$ cat src/hdl/es2utc_pkg.sv
package es2utc_pkg;

   localparam int CNT_WIDTH = 2;

   // The constant divider runs three steps: reciprocal estimate, remainder,
   // and one correction.
   localparam logic [CNT_WIDTH-1:0] DIV_STEPS     = 2'd3;
   localparam logic [CNT_WIDTH-1:0] DIV_PHASE_MUL = 2'd3;
   localparam logic [CNT_WIDTH-1:0] DIV_PHASE_REM = 2'd2;
   localparam logic [CNT_WIDTH-1:0] DIV_PHASE_FIX = 2'd1;

   // 86400 = 128 * 675, 3600 = 16 * 225 and 60 = 4 * 15. The low bits of each
   // dividend bypass the divider and rejoin the remainder afterwards. Each
   // reciprocal is floor(2^32 / divisor), so the estimate is at most one low.
   localparam logic [9:0]  DAY_DIVISOR  = 10'd675;
   localparam logic [29:0] DAY_RECIP    = 30'd6362914;
   localparam logic [9:0]  WEEK_DIVISOR = 10'd7;
   localparam logic [29:0] WEEK_RECIP   = 30'd613566756;
   localparam logic [9:0]  HOUR_DIVISOR = 10'd225;
   localparam logic [29:0] HOUR_RECIP   = 30'd19088743;
   localparam logic [9:0]  MIN_DIVISOR  = 10'd15;
   localparam logic [29:0] MIN_RECIP    = 30'd286331153;

   // 1970-01-01 was a Thursday, four days after a Sunday.
   localparam logic [24:0]          EPOCH_WEEKDAY_OFS = 25'd4;
   localparam logic [7:0]           FIRST_YEAR_OFS    = 8'd70;
   localparam logic [7:0]           YEAR_OFS_1900     = 8'd0;
   localparam logic [7:0]           YEAR_OFS_2100     = 8'd200;
   localparam logic [8:0]           DAYS_COMMON_YEAR  = 9'd365;
   localparam logic [8:0]           DAYS_LEAP_YEAR    = 9'd366;
   localparam logic [8:0]           LAST_DAY_OF_FEB   = 9'd58;
   localparam logic [8:0]           LEAP_DAY_YDAY     = 9'd59;
   localparam logic [3:0]           LAST_MONTH        = 4'd11;

   typedef enum logic [3:0] {
      S_IDLE,
      S_DIV_DAY,
      S_START_WEEK,
      S_DIV_WEEK,
      S_START_HOUR,
      S_DIV_HOUR,
      S_START_MIN,
      S_DIV_MIN,
      S_YEAR_INIT,
      S_YEAR,
      S_MONTH_INIT,
      S_MONTH,
      S_OUT
   } state_type;

   typedef enum logic [3:0] {
      OP_IDLE,
      OP_LOAD_DAY,
      OP_DIV_STEP,
      OP_START_WEEK,
      OP_START_HOUR,
      OP_START_MIN,
      OP_YEAR_INIT,
      OP_YEAR_STEP,
      OP_MONTH_INIT,
      OP_MONTH_STEP,
      OP_OUT_LOAD
   } op_type;

   typedef struct packed {
      op_type op;
   } cmd_type;

   typedef struct packed {
      logic div_last;
      logic year_fits;
      logic month_found;
   } status_type;

   typedef struct packed {
      logic [5:0] second_of_minute;
      logic [5:0] minute_of_hour;
      logic [4:0] hour_of_day;
      logic [2:0] weekday_number;
      logic [7:0] years_since_1900;
      logic [8:0] day_of_year;
      logic [3:0] month_index;
      logic [4:0] day_of_month;
   } result_type;

   // Gregorian rule over the years that an 8-bit offset from 1900 can reach:
   // 1900 and 2100 are the century years that are not leap years.
   function automatic logic is_leap(input logic [7:0] year_ofs);
      is_leap = (year_ofs[1:0] == 2'b00) && (year_ofs != YEAR_OFS_1900) &&
                (year_ofs != YEAR_OFS_2100);
   endfunction

   function automatic logic [8:0] year_length(input logic [7:0] year_ofs);
      year_length = is_leap(year_ofs) ? DAYS_LEAP_YEAR : DAYS_COMMON_YEAR;
   endfunction

   // First day of each month in a common year, counted from zero.
   function automatic logic [8:0] month_start(input logic [3:0] month);
      case (month)
         4'd0:    month_start = 9'd0;
         4'd1:    month_start = 9'd31;
         4'd2:    month_start = 9'd59;
         4'd3:    month_start = 9'd90;
         4'd4:    month_start = 9'd120;
         4'd5:    month_start = 9'd151;
         4'd6:    month_start = 9'd181;
         4'd7:    month_start = 9'd212;
         4'd8:    month_start = 9'd243;
         4'd9:    month_start = 9'd273;
         4'd10:   month_start = 9'd304;
         4'd11:   month_start = 9'd334;
         default: month_start = 9'd0;
      endcase
   endfunction

endpackage

$ cat src/hdl/es2utc_if.sv
interface es2utc_req_if;
   logic        valid;
   logic        ready;
   logic [31:0] epoch_seconds;

   modport source (output valid, output epoch_seconds, input ready);
   modport sink   (input valid, input epoch_seconds, output ready);
endinterface

interface es2utc_rsp_if;
   logic       valid;
   logic       ready;
   logic [5:0] second_of_minute;
   logic [5:0] minute_of_hour;
   logic [4:0] hour_of_day;
   logic [2:0] weekday_number;
   logic [7:0] years_since_1900;
   logic [8:0] day_of_year;
   logic [3:0] month_index;
   logic [4:0] day_of_month;

   modport source (output valid, output second_of_minute, output minute_of_hour,
                   output hour_of_day, output weekday_number, output years_since_1900,
                   output day_of_year, output month_index, output day_of_month,
                   input ready);
   modport sink   (input valid, input second_of_minute, input minute_of_hour,
                   input hour_of_day, input weekday_number, input years_since_1900,
                   input day_of_year, input month_index, input day_of_month,
                   output ready);
endinterface

$ cat src/hdl/es2utc_datapath.sv
module es2utc_datapath (
   input  logic                   clock,
   input  es2utc_pkg::cmd_type    cmd,
   input  logic [31:0]            epoch_seconds,
   output es2utc_pkg::status_type status,
   output es2utc_pkg::result_type result
);

   logic [24:0] div_x_ff, div_x_in;
   logic [9:0]  div_d_ff, div_d_in;
   logic [29:0] div_m_ff, div_m_in;
   logic [15:0] div_q_ff, div_q_in;
   logic [10:0] div_r_ff, div_r_in;
   logic [1:0]  div_cnt_ff, div_cnt_in;
   logic [6:0]  low_ff, low_in;
   logic [16:0] sod_ff, sod_in;
   logic [15:0] days_ff, days_in;
   logic [7:0]  year_ff, year_in;
   logic [8:0]  work_ff, work_in;
   logic [1:0]  mday_base_ff, mday_base_in;
   logic [3:0]  mon_ff, mon_in;
   logic [5:0]  sec_ff, sec_in;
   logic [5:0]  min_ff, min_in;
   logic [4:0]  hour_ff, hour_in;
   logic [2:0]  wday_ff, wday_in;
   es2utc_pkg::result_type result_ff, result_in;

   logic [47:0] div_prod;
   logic [24:0] div_back;
   logic [24:0] div_diff;
   logic        div_over;
   logic [8:0]  year_len;
   logic [8:0]  cur_month_start;
   logic [8:0]  mday_wide;

   // The quotient estimate is the top of dividend times reciprocal; the
   // remainder left by it is below twice the divisor.
   assign div_prod = 48'(div_x_ff) * 48'(div_m_ff);
   assign div_back = 25'(div_q_ff) * 25'(div_d_ff);
   assign div_diff = div_x_ff - div_back;
   assign div_over = (div_r_ff >= {1'b0, div_d_ff});

   assign year_len        = es2utc_pkg::year_length(year_ff);
   assign cur_month_start = es2utc_pkg::month_start(mon_ff);
   assign mday_wide       = {7'd0, mday_base_ff} + work_ff - cur_month_start;

   assign status.div_last    = (div_cnt_ff == es2utc_pkg::DIV_PHASE_FIX);
   assign status.year_fits   = (days_ff < {7'd0, year_len});
   assign status.month_found = (mon_ff == 4'd0) || (cur_month_start <= work_ff);

   assign result = result_ff;

   always_comb begin
      div_x_in     = div_x_ff;
      div_d_in     = div_d_ff;
      div_m_in     = div_m_ff;
      div_q_in     = div_q_ff;
      div_r_in     = div_r_ff;
      div_cnt_in   = div_cnt_ff;
      low_in       = low_ff;
      sod_in       = sod_ff;
      days_in      = days_ff;
      year_in      = year_ff;
      work_in      = work_ff;
      mday_base_in = mday_base_ff;
      mon_in       = mon_ff;
      sec_in       = sec_ff;
      min_in       = min_ff;
      hour_in      = hour_ff;
      wday_in      = wday_ff;
      result_in    = result_ff;
      case (cmd.op)
         es2utc_pkg::OP_LOAD_DAY: begin
            div_x_in   = epoch_seconds[31:7];
            low_in     = epoch_seconds[6:0];
            div_d_in   = es2utc_pkg::DAY_DIVISOR;
            div_m_in   = es2utc_pkg::DAY_RECIP;
            div_cnt_in = es2utc_pkg::DIV_STEPS;
         end
         es2utc_pkg::OP_DIV_STEP: begin
            case (div_cnt_ff)
               es2utc_pkg::DIV_PHASE_MUL: begin
                  div_q_in = div_prod[47:32];
               end
               es2utc_pkg::DIV_PHASE_REM: begin
                  div_r_in = div_diff[10:0];
               end
               es2utc_pkg::DIV_PHASE_FIX: begin
                  if (div_over) begin
                     div_r_in = div_r_ff - {1'b0, div_d_ff};
                     div_q_in = div_q_ff + 16'd1;
                  end
               end
               default: begin
               end
            endcase
            div_cnt_in = div_cnt_ff - 2'd1;
         end
         es2utc_pkg::OP_START_WEEK: begin
            // The day count fits in 16 bits for any 32-bit input.
            days_in    = div_q_ff;
            sod_in     = {div_r_ff[9:0], low_ff};
            div_x_in   = {9'd0, div_q_ff} + es2utc_pkg::EPOCH_WEEKDAY_OFS;
            div_d_in   = es2utc_pkg::WEEK_DIVISOR;
            div_m_in   = es2utc_pkg::WEEK_RECIP;
            div_cnt_in = es2utc_pkg::DIV_STEPS;
         end
         es2utc_pkg::OP_START_HOUR: begin
            wday_in    = div_r_ff[2:0] + 3'd1;
            div_x_in   = {12'd0, sod_ff[16:4]};
            low_in     = {3'd0, sod_ff[3:0]};
            div_d_in   = es2utc_pkg::HOUR_DIVISOR;
            div_m_in   = es2utc_pkg::HOUR_RECIP;
            div_cnt_in = es2utc_pkg::DIV_STEPS;
         end
         es2utc_pkg::OP_START_MIN: begin
            hour_in    = div_q_ff[4:0];
            // Seconds within the hour, divided by four on the way in.
            div_x_in   = {15'd0, div_r_ff[7:0], low_ff[3:2]};
            low_in     = {5'd0, low_ff[1:0]};
            div_d_in   = es2utc_pkg::MIN_DIVISOR;
            div_m_in   = es2utc_pkg::MIN_RECIP;
            div_cnt_in = es2utc_pkg::DIV_STEPS;
         end
         es2utc_pkg::OP_YEAR_INIT: begin
            min_in  = div_q_ff[5:0];
            sec_in  = {div_r_ff[3:0], low_ff[1:0]};
            year_in = es2utc_pkg::FIRST_YEAR_OFS;
         end
         es2utc_pkg::OP_YEAR_STEP: begin
            if (!status.year_fits) begin
               days_in = days_ff - {7'd0, year_len};
               year_in = year_ff + 8'd1;
            end
         end
         es2utc_pkg::OP_MONTH_INIT: begin
            mon_in = es2utc_pkg::LAST_MONTH;
            // After 28 February of a leap year the table is read one day
            // earlier; the leap day itself lands on February with a day of 29.
            if (es2utc_pkg::is_leap(year_ff) &&
                (days_ff[8:0] > es2utc_pkg::LAST_DAY_OF_FEB)) begin
               work_in      = days_ff[8:0] - 9'd1;
               mday_base_in = (days_ff[8:0] == es2utc_pkg::LEAP_DAY_YDAY) ? 2'd2 : 2'd1;
            end else begin
               work_in      = days_ff[8:0];
               mday_base_in = 2'd1;
            end
         end
         es2utc_pkg::OP_MONTH_STEP: begin
            if (!status.month_found) begin
               mon_in = mon_ff - 4'd1;
            end
         end
         es2utc_pkg::OP_OUT_LOAD: begin
            result_in.second_of_minute = sec_ff;
            result_in.minute_of_hour   = min_ff;
            result_in.hour_of_day      = hour_ff;
            result_in.weekday_number   = wday_ff;
            result_in.years_since_1900 = year_ff;
            result_in.day_of_year      = days_ff[8:0];
            result_in.month_index      = mon_ff;
            result_in.day_of_month     = mday_wide[4:0];
         end
         default: begin
         end
      endcase
   end

   always_ff @(posedge clock) begin
      div_x_ff     <= div_x_in;
      div_d_ff     <= div_d_in;
      div_m_ff     <= div_m_in;
      div_q_ff     <= div_q_in;
      div_r_ff     <= div_r_in;
      div_cnt_ff   <= div_cnt_in;
      low_ff       <= low_in;
      sod_ff       <= sod_in;
      days_ff      <= days_in;
      year_ff      <= year_in;
      work_ff      <= work_in;
      mday_base_ff <= mday_base_in;
      mon_ff       <= mon_in;
      sec_ff       <= sec_in;
      min_ff       <= min_in;
      hour_ff      <= hour_in;
      wday_ff      <= wday_in;
      result_ff    <= result_in;
   end

endmodule

$ cat src/hdl/es2utc_ctrl.sv
module es2utc_ctrl (
   input  logic                   clock,
   input  logic                   reset,
   input  logic                   req_valid,
   output logic                   req_ready,
   output logic                   rsp_valid,
   input  logic                   rsp_ready,
   input  es2utc_pkg::status_type status,
   output es2utc_pkg::cmd_type    cmd
);

   es2utc_pkg::state_type state_ff, state_in;
   logic                  rsp_valid_ff, rsp_valid_in;

   assign rsp_valid = rsp_valid_ff;

   always_ff @(posedge clock) begin
      if (reset) begin
         state_ff     <= es2utc_pkg::S_IDLE;
         rsp_valid_ff <= 1'b0;
      end else begin
         state_ff     <= state_in;
         rsp_valid_ff <= rsp_valid_in;
      end
   end

   always_comb begin
      state_in     = state_ff;
      cmd.op       = es2utc_pkg::OP_IDLE;
      req_ready    = 1'b0;
      rsp_valid_in = rsp_valid_ff && !rsp_ready;
      case (state_ff)
         es2utc_pkg::S_IDLE: begin
            req_ready = 1'b1;
            if (req_valid) begin
               cmd.op   = es2utc_pkg::OP_LOAD_DAY;
               state_in = es2utc_pkg::S_DIV_DAY;
            end
         end
         es2utc_pkg::S_DIV_DAY: begin
            cmd.op = es2utc_pkg::OP_DIV_STEP;
            if (status.div_last) begin
               state_in = es2utc_pkg::S_START_WEEK;
            end
         end
         es2utc_pkg::S_START_WEEK: begin
            cmd.op   = es2utc_pkg::OP_START_WEEK;
            state_in = es2utc_pkg::S_DIV_WEEK;
         end
         es2utc_pkg::S_DIV_WEEK: begin
            cmd.op = es2utc_pkg::OP_DIV_STEP;
            if (status.div_last) begin
               state_in = es2utc_pkg::S_START_HOUR;
            end
         end
         es2utc_pkg::S_START_HOUR: begin
            cmd.op   = es2utc_pkg::OP_START_HOUR;
            state_in = es2utc_pkg::S_DIV_HOUR;
         end
         es2utc_pkg::S_DIV_HOUR: begin
            cmd.op = es2utc_pkg::OP_DIV_STEP;
            if (status.div_last) begin
               state_in = es2utc_pkg::S_START_MIN;
            end
         end
         es2utc_pkg::S_START_MIN: begin
            cmd.op   = es2utc_pkg::OP_START_MIN;
            state_in = es2utc_pkg::S_DIV_MIN;
         end
         es2utc_pkg::S_DIV_MIN: begin
            cmd.op = es2utc_pkg::OP_DIV_STEP;
            if (status.div_last) begin
               state_in = es2utc_pkg::S_YEAR_INIT;
            end
         end
         es2utc_pkg::S_YEAR_INIT: begin
            cmd.op   = es2utc_pkg::OP_YEAR_INIT;
            state_in = es2utc_pkg::S_YEAR;
         end
         es2utc_pkg::S_YEAR: begin
            cmd.op = es2utc_pkg::OP_YEAR_STEP;
            if (status.year_fits) begin
               state_in = es2utc_pkg::S_MONTH_INIT;
            end
         end
         es2utc_pkg::S_MONTH_INIT: begin
            cmd.op   = es2utc_pkg::OP_MONTH_INIT;
            state_in = es2utc_pkg::S_MONTH;
         end
         es2utc_pkg::S_MONTH: begin
            cmd.op = es2utc_pkg::OP_MONTH_STEP;
            if (status.month_found) begin
               state_in = es2utc_pkg::S_OUT;
            end
         end
         es2utc_pkg::S_OUT: begin
            // The result register is reloaded only once its last result has
            // been transferred, or is being transferred in this cycle.
            if (!rsp_valid_ff || rsp_ready) begin
               cmd.op       = es2utc_pkg::OP_OUT_LOAD;
               rsp_valid_in = 1'b1;
               state_in     = es2utc_pkg::S_IDLE;
            end
         end
         default: begin
            state_in = es2utc_pkg::S_IDLE;
         end
      endcase
   end

endmodule

$ cat src/hdl/epoch_seconds_to_utc_date.sv
// Converts an unsigned 32-bit count of seconds since 1970-01-01 00:00:00 UTC
// into a broken-down UTC calendar date and time of day.
// The req channel carries one timestamp per transfer; the rsp channel
// returns exactly one result per timestamp, in order: second, minute, hour,
// weekday (1 is Sunday), year minus 1900, day of year, month and day of month.
// One item is worked at a time. A shared constant divider (reciprocal
// multiply, remainder and one correction, after a setup state per division)
// splits the seconds into days, then finds the weekday, hour and minute.
// Years are then removed one per cycle, and the month is found by a
// downward table search. The next timestamp can be taken in the same cycle
// that the previous result is first shown.
// The result sits in an output register, so a new timestamp is taken while
// the previous result waits; if the receiver still stalls when the next
// result is done, the block holds that result internally until it can load.
// Synchronous reset returns the controller to idle and drops rsp valid.
module epoch_seconds_to_utc_date (
   input logic                clock,
   input logic                reset,
   es2utc_req_if.sink         req_chan,
   es2utc_rsp_if.source       rsp_chan
);

   es2utc_pkg::cmd_type    cmd;
   es2utc_pkg::status_type status;
   es2utc_pkg::result_type result;

   es2utc_ctrl u_ctrl (
      .clock     (clock),
      .reset     (reset),
      .req_valid (req_chan.valid),
      .req_ready (req_chan.ready),
      .rsp_valid (rsp_chan.valid),
      .rsp_ready (rsp_chan.ready),
      .status    (status),
      .cmd       (cmd)
   );

   es2utc_datapath u_datapath (
      .clock         (clock),
      .cmd           (cmd),
      .epoch_seconds (req_chan.epoch_seconds),
      .status        (status),
      .result        (result)
   );

   assign rsp_chan.second_of_minute = result.second_of_minute;
   assign rsp_chan.minute_of_hour   = result.minute_of_hour;
   assign rsp_chan.hour_of_day      = result.hour_of_day;
   assign rsp_chan.weekday_number   = result.weekday_number;
   assign rsp_chan.years_since_1900 = result.years_since_1900;
   assign rsp_chan.day_of_year      = result.day_of_year;
   assign rsp_chan.month_index      = result.month_index;
   assign rsp_chan.day_of_month     = result.day_of_month;

endmodule

$ cat src/flat_wrapper.sv
// flat-port wrapper written by rule: the top's interface ports become plain ports
module epoch_seconds_to_utc_date_flat 
  (clock, reset, req_chan_valid, req_chan_epoch_seconds, req_chan_ready, rsp_chan_valid, rsp_chan_second_of_minute, rsp_chan_minute_of_hour, rsp_chan_hour_of_day, rsp_chan_weekday_number, rsp_chan_years_since_1900, rsp_chan_day_of_year, rsp_chan_month_index, rsp_chan_day_of_month, rsp_chan_ready);
  es2utc_req_if req_chan_i ();
  es2utc_rsp_if rsp_chan_i ();
  input logic clock;
  input logic reset;
  input wire logic [$bits(req_chan_i.valid)-1:0] req_chan_valid;
  input wire logic [$bits(req_chan_i.epoch_seconds)-1:0] req_chan_epoch_seconds;
  output wire logic [$bits(req_chan_i.ready)-1:0] req_chan_ready;
  output wire logic [$bits(rsp_chan_i.valid)-1:0] rsp_chan_valid;
  output wire logic [$bits(rsp_chan_i.second_of_minute)-1:0] rsp_chan_second_of_minute;
  output wire logic [$bits(rsp_chan_i.minute_of_hour)-1:0] rsp_chan_minute_of_hour;
  output wire logic [$bits(rsp_chan_i.hour_of_day)-1:0] rsp_chan_hour_of_day;
  output wire logic [$bits(rsp_chan_i.weekday_number)-1:0] rsp_chan_weekday_number;
  output wire logic [$bits(rsp_chan_i.years_since_1900)-1:0] rsp_chan_years_since_1900;
  output wire logic [$bits(rsp_chan_i.day_of_year)-1:0] rsp_chan_day_of_year;
  output wire logic [$bits(rsp_chan_i.month_index)-1:0] rsp_chan_month_index;
  output wire logic [$bits(rsp_chan_i.day_of_month)-1:0] rsp_chan_day_of_month;
  input wire logic [$bits(rsp_chan_i.ready)-1:0] rsp_chan_ready;
  assign req_chan_i.valid = req_chan_valid;
  assign req_chan_i.epoch_seconds = req_chan_epoch_seconds;
  assign req_chan_ready = req_chan_i.ready;
  assign rsp_chan_valid = rsp_chan_i.valid;
  assign rsp_chan_second_of_minute = rsp_chan_i.second_of_minute;
  assign rsp_chan_minute_of_hour = rsp_chan_i.minute_of_hour;
  assign rsp_chan_hour_of_day = rsp_chan_i.hour_of_day;
  assign rsp_chan_weekday_number = rsp_chan_i.weekday_number;
  assign rsp_chan_years_since_1900 = rsp_chan_i.years_since_1900;
  assign rsp_chan_day_of_year = rsp_chan_i.day_of_year;
  assign rsp_chan_month_index = rsp_chan_i.month_index;
  assign rsp_chan_day_of_month = rsp_chan_i.day_of_month;
  assign rsp_chan_i.ready = rsp_chan_ready;
  epoch_seconds_to_utc_date u_core (.clock(clock), .reset(reset), .req_chan(req_chan_i), .rsp_chan(rsp_chan_i));
endmodule
$ cat config.mk
export PLATFORM = sky130hd
export DESIGN_NAME = epoch_seconds_to_utc_date_flat
export DESIGN_NICKNAME = d
export VERILOG_FILES = /design/src/hdl/es2utc_pkg.sv /design/src/hdl/es2utc_if.sv /design/src/hdl/es2utc_datapath.sv /design/src/hdl/es2utc_ctrl.sv /design/src/hdl/epoch_seconds_to_utc_date.sv /design/src/flat_wrapper.sv
export SDC_FILE = /design/constraint.sdc
export NUM_CORES = 2
export LEC_CHECK = 0
export BUFFER_PORTS_ARGS = -buffer_cell sky130_fd_sc_hd__buf_2
export CORE_MARGIN = 5
export CORE_UTILIZATION = 40
export CTS_CLUSTER_SIZE = 28
export DETAILED_ROUTE_END_ITERATION = 8
export GPL_TIMING_DRIVEN = 0
export PLACE_DENSITY = 0.64
export SYNTH_ARGS = -nofsm -noshare
export SYNTH_HDL_FRONTEND = slang
export SYNTH_SLANG_ARGS = --single-unit
$ cat constraint.sdc
create_clock -name clock -period 9 [get_ports clock]
set_input_delay 2.7 -clock clock [delete_from_list [all_inputs] [get_ports clock]]
set_output_delay 2.7 -clock clock [all_outputs]
set_load 0.05 [all_outputs]
==> insert_results.sql <==
INSERT INTO impl_metrics (metric_group, metric, value, unit) VALUES
('run_status', 'outcome', 'complete, no violations', ''),
('detailed_routing', 'detail-route-antenna-nets', '0', ''),
('hold_path', 'min_path_type', 'flip-flop to flip-flop', ''),
('floorplanning', 'die_area', '80800', 'um^2'),
('setup_path', 'r2r_end', 'u_core.u_datapath.div_q_ff[9]', ''),
('detailed_routing', 'drt-pass1-iter-count', '7', ''),
('synth', 'postSynthRegisterBits', '209', ''),
('setup_path', 'critical_path_required_time', '9.26', 'ns'),
('setup_path', 'endpoint', 'u_core.u_datapath.div_q_ff[9]', ''),
('detailed_routing', 'drc', '0', ''),
('sta', 'max-slew-margin-rel', '30.0', '%'),
('placed_design', 'global_placement_routability_congestion', '1.01', ''),
('detailed_routing', 'drt-wirelength-per-cell', '21.2', 'um'),
('cts', 'cts_max_level', '1', ''),
('synth', 'number_of_synthesis_warnings', '0', ''),
('floorplanning', 'floorplan.core_area', '74600', 'um^2'),
('setup_path', 'arrival_time_of_the_worst_setup_path', '9.08', 'ns'),
('detailed_routing', 'final_routed_wirelength', '87600', 'um'),
('cts', 'cts_root_buffer', 'sky130_fd_sc_hd__clkbuf_16', ''),
('sta', 'setup_viol', '0', ''),
('setup_path', 'worstRegToRegCells', '25', ''),
('floorplanning', 'fp-row-count', '100', ''),
('synth', 'async_flop_share', '0', '%'),
('cts', 'cts.reportedPaths.clkPinSlew', '0.07', 'ns'),
('cts', 'ctsHoldBuffers', '0', ''),
('sta', 'setup_slack', '0.185', 'ns'),
('sta', 'layout_worst_path_cycle_share', '97.9', '%'),
('synth', 'yosys-top-cells-area', 'sky130_fd_sc_hd__fa_1 (31%), sky130_fd_sc_hd__edfxtp_1 (19%), sky130_fd_sc_hd__ha_1 (16%)', ''),
('grt', 'antenna_violations_before_repair', '7', ''),
('sta', 'grt_setup_unrepaired', 'no', ''),
('synth', 'synth_enable_flop_cells', '195', ''),
('synth', 'mappedNetlistNets', '3925', ''),
('grt', 'first_global_vias', '21700', ''),
('setup_path', 'worstPathMaxFanout', '10', ''),
('grt', 'groute.layer.met1.usage', '29.4', '%'),
('grt', 'grt_max_degree', '38', ''),
('placed_design', 'port-buffer-count', '83', ''),
('setup_path', 'regToRegSetupSlack', '0.18', 'ns'),
('hold_path', 'min_path_cells', '0', ''),
('sta', 'worst_slew_pin_slew', '1.04', 'ns'),
('setup_path', 'worst-setup-path-type', 'flip-flop to flip-flop', ''),
('sta', 'fmax', '0.113', 'GHz'),
('grt', 'grt_first_pass_wirelength', '133000', 'um'),
('sta', 'setup_skew', '0.0301', 'ns'),
('cts', 'cts.path.max_buffers', '3', ''),
('grt', 'grtUsageTotal', '21.6', '%'),
('setup_path', 'crit_path_start_kind', 'flip-flop', ''),
('detailed_routing', 'via_per_inst', '5.10', ''),
('job', 'max_cap_violations', '0', ''),
('synth', 'yosysTopAreaCellShare', '31.0', '%'),
('sta', 'timing_hold_violations_final', '0', ''),
('sta', 'final_max_tran_viols', '0', ''),
('cts', 'cts_num_sinks', '209', ''),
('cells_and_area', 'fin_nets', '4036', ''),
('floorplanning', 'number_of_i_o_pins', '84', ''),
('synth', 'synth.avg_cell_area', '9.91', 'um^2'),
('grt', 'grt_util_met3', '3.97', '%'),
('cells_and_area', 'final_layout_size_suffix_gt1_share', '5.56', '%'),
('placed_design', 'detailedPlacementHpwl', '75200', 'um'),
('detailed_routing', 'vias', '21100', ''),
('setup_path', 'worstSetupEndpointType', 'flip-flop', ''),
('grt', 'grt_util_met2', '34.3', '%'),
('synth', 'synth_largest_area_cell', 'sky130_fd_sc_hd__fa_1', ''),
('detailed_routing', 'detail_route.iter0.violations', '1698', ''),
('synth', 'seq_area_frac_synth', '20.4', '%'),
('synth', 'netlist_area', '30100', 'um^2'),
('synth', 'dominantRegCellSynth', 'sky130_fd_sc_hd__edfxtp_1', ''),
('floorplanning', 'floorplan.initialDensity', '40.4', '%'),
('cts', 'numCtsBuffers', '23', ''),
('grt', 'grt.busiest_layer', 'met2', ''),
('cts', 'tritoncts', 'done', ''),
('setup_path', 'reg2reg_from', 'u_core.u_datapath.div_m_ff[22]', ''),
('synth', 'synth_cells', '3037', ''),
('cells_and_area', 'flow.area_growth_from_synthesis', '8.34', '%'),
('floorplanning', 'die_h', '284', 'um'),
('grt', 'grt.overflow.total', '0', ''),
('synth', 'yosys.cell_types.count', '79', ''),
('cts', 'clock_insertion_delay_worst_skew', '0.54', 'ns'),
('floorplanning', 'die_width', '284', 'um'),
('cts', 'cts.repair_timing.setup_buffer_count', '0', ''),
('setup_path', 'worstSetupStartpoint', 'u_core.u_datapath.div_m_ff[22]', ''),
('sta', 'finalWorstPathRequiredPeriod', '8.82', 'ns'),
('placed_design', 'dp_worst_setup_slack', '-0.335', 'ns');
[critical path, stage by stage, from the launching register on]
cell and delay (ns):
sky130_fd_sc_hd__edfxtp_1 0.66, sky130_fd_sc_hd__clkbuf_2 0.44, sky130_fd_sc_hd__inv_1 0.34, sky130_fd_sc_hd__nor2_1 0.33, sky130_fd_sc_hd__inv_1 0.11, sky130_fd_sc_hd__fa_1 0.44, sky130_fd_sc_hd__fa_1 0.58, sky130_fd_sc_hd__fa_1 0.45
sky130_fd_sc_hd__fa_1 0.53, sky130_fd_sc_hd__inv_1 0.06, sky130_fd_sc_hd__fa_1 0.49, sky130_fd_sc_hd__fa_1 0.49, sky130_fd_sc_hd__inv_1 0.05, sky130_fd_sc_hd__fa_1 0.50, sky130_fd_sc_hd__inv_1 0.05, sky130_fd_sc_hd__ha_1 0.25
sky130_fd_sc_hd__buf_2 0.21, sky130_fd_sc_hd__a21oi_2 0.43, sky130_fd_sc_hd__o22ai_1 0.17, sky130_fd_sc_hd__a2111oi_1 0.41, sky130_fd_sc_hd__buf_2 0.27, sky130_fd_sc_hd__o2111ai_1 0.14, sky130_fd_sc_hd__o21ai_1 0.58, sky130_fd_sc_hd__o21ai_0 0.20
sky130_fd_sc_hd__xnor2_1 0.24, sky130_fd_sc_hd__o21ai_0 0.10
[cells in the final DEF, fill, tap and decap left out, types with 7 or more instances in the layout]
master and instances:
sky130_fd_sc_hd__inv_1 832, sky130_fd_sc_hd__nand4_1 17, sky130_fd_sc_hd__clkbuf_16 23, sky130_fd_sc_hd__a22oi_1 14, sky130_fd_sc_hd__o21a_1 7, sky130_fd_sc_hd__nand3_1 19
sky130_fd_sc_hd__o21ai_0 84, sky130_fd_sc_hd__fa_1 466, sky130_fd_sc_hd__xnor2_1 78, sky130_fd_sc_hd__nor3_1 19, sky130_fd_sc_hd__and2_1 206, sky130_fd_sc_hd__a31oi_1 10
sky130_fd_sc_hd__dfxtp_1 14, sky130_fd_sc_hd__nor2b_1 7, sky130_fd_sc_hd__nor2_1 90, sky130_fd_sc_hd__ha_1 386, sky130_fd_sc_hd__xor2_1 39, sky130_fd_sc_hd__a21oi_1 66
sky130_fd_sc_hd__or3_1 11, sky130_fd_sc_hd__nand2_1 199, sky130_fd_sc_hd__buf_2 98, sky130_fd_sc_hd__o21bai_1 14, sky130_fd_sc_hd__and3_1 20, sky130_fd_sc_hd__a21o_1 26
sky130_fd_sc_hd__nand2b_1 9, sky130_fd_sc_hd__clkbuf_1 70, sky130_fd_sc_hd__edfxtp_1 195, sky130_fd_sc_hd__mux2i_1 18, sky130_fd_sc_hd__o211ai_1 9
[cells in the mapped netlist (13+ instances only)]
cell type                  instances
sky130_fd_sc_hd__buf_2            13
sky130_fd_sc_hd__mux2i_1          18
sky130_fd_sc_hd__inv_1           833
sky130_fd_sc_hd__xor2_1           39
sky130_fd_sc_hd__nand3_1          19
sky130_fd_sc_hd__a21o_1           26
sky130_fd_sc_hd__fa_1            466
sky130_fd_sc_hd__nor3_1           20
sky130_fd_sc_hd__a21oi_1          66
sky130_fd_sc_hd__dfxtp_1          14
sky130_fd_sc_hd__clkbuf_1         72
sky130_fd_sc_hd__edfxtp_1        195
sky130_fd_sc_hd__and3_1           20
sky130_fd_sc_hd__nand2_1         199
sky130_fd_sc_hd__xnor2_1          78
sky130_fd_sc_hd__o21bai_1         14
sky130_fd_sc_hd__ha_1            386
sky130_fd_sc_hd__nand4_1          17
sky130_fd_sc_hd__nor2_1           90
sky130_fd_sc_hd__a22oi_1          14
sky130_fd_sc_hd__o21ai_0          85
sky130_fd_sc_hd__and2_1          206
[area by class of cell]
class	instances	area, um^2
well taps	969	1210
fillers	7243	42000
flip-flops and latches	209	6140
inverters	836	3140
plain buffers	91	374
repair buffers	86	452
clock inverters	16	206
multi-input cells	1901	20500
diodes	2	5.00
clock buffers	26	597
[repair_timing]
| item | CTS | global route |
|---|---|---|
| endpoints found under the hold margin | 0 | 0 |
| endpoints found under the setup margin | 7 | 4 |
| gates resized for setup | 5 | 4 |
[registers in the layout, summed over array words and instances, names as in the netlist, 4 cells and up]
signal,flops
u_core.u_datapath.div_q_ff,16
u_core.u_datapath.mon_ff,4
u_core.u_datapath.cur_month_start,9
u_core.u_datapath.low_ff,7
u_core.u_datapath.sec_ff,6
u_core.u_datapath.min_ff,6
u_core.u_datapath.div_d_ff,5
u_core.u_datapath.work_ff,9
u_core.u_datapath.div_m_ff,7
u_core.u_datapath.year_ff,8
u_core.u_datapath.hour_ff,5
u_core.u_ctrl.state_ff,4
u_core.u_datapath.sod_ff,17
u_core.u_datapath.days_ff,16
u_core.u_datapath.result,46
u_core.u_datapath.div_x_ff,25
u_core.u_datapath.div_r_ff,11
[how the worst min path moves through the flow]
stage / start / to / slack (ns)
6_report: u_core.u_datapath.sec_ff[4] / u_core.u_datapath.result[44] / 0.41
5_1_grt: u_core.u_datapath.min_ff[1] / u_core.u_datapath.result[35] / 0.42
4_1_cts: u_core.u_datapath.sec_ff[4] / u_core.u_datapath.result[44] / 0.41
3_5_place_dp: u_core.u_datapath.sec_ff[1] / u_core.u_datapath.result[41] / 0.40
3_3_place_gp: u_core.u_datapath.min_ff[4] / u_core.u_datapath.result[38] / 0.40
2_1_floorplan: u_core.u_datapath.wday_ff[0] / u_core.u_datapath.result[26] / 0.40
[kinds of logic (layout without fill, tap and decap cells)]
| group | after synthesis | in the layout | synth area share (%) |
|---|---|---|---|
| AND/OR/NAND/NOR | 623 | 623 | 10.6 |
| adder cells (fa/ha/maj) | 852 | 852 | 47.0 |
| XOR/XNOR | 117 | 117 | 3.40 |
| buffers and inverters | 927 | 1055 | 11.6 |
| flip-flops | 209 | 209 | 20.4 |
| multiplexers | 24 | 24 | 0.831 |
| AO/OA/AOI/OAI | 285 | 285 | 6.10 |
| other | 0 | 2 | 0 |
[per-stage QoR]
stage / util, % / cells / hold WS (ns) / setup TNS (ns) / area, um^2
2_1_floorplan: - / 3037 / 0.400 / 0 / 30100
3_3_place_gp: 42.5 / 4089 / 0.402 / -4.07 / 31700
3_5_place_dp: 42.6 / 4092 / 0.405 / -0.663 / 31800
4_1_cts: 43.7 / 4134 / 0.414 / 0 / 32600
5_1_grt: 43.7 / 4136 / 0.425 / 0 / 32600
6_report: 43.7 / 4136 / 0.414 / 0 / 32600
[metal layers]
metal  wire (um)  up-vias
met2       39300      778
met4        4690        2
met1       36900    10500
li1            -     9632
met3        6780      191
met5          13        -
Power is left out: the tool's default activity adds up to more than one toggle a clock period on the data nets, which glitch-free logic cannot reach.
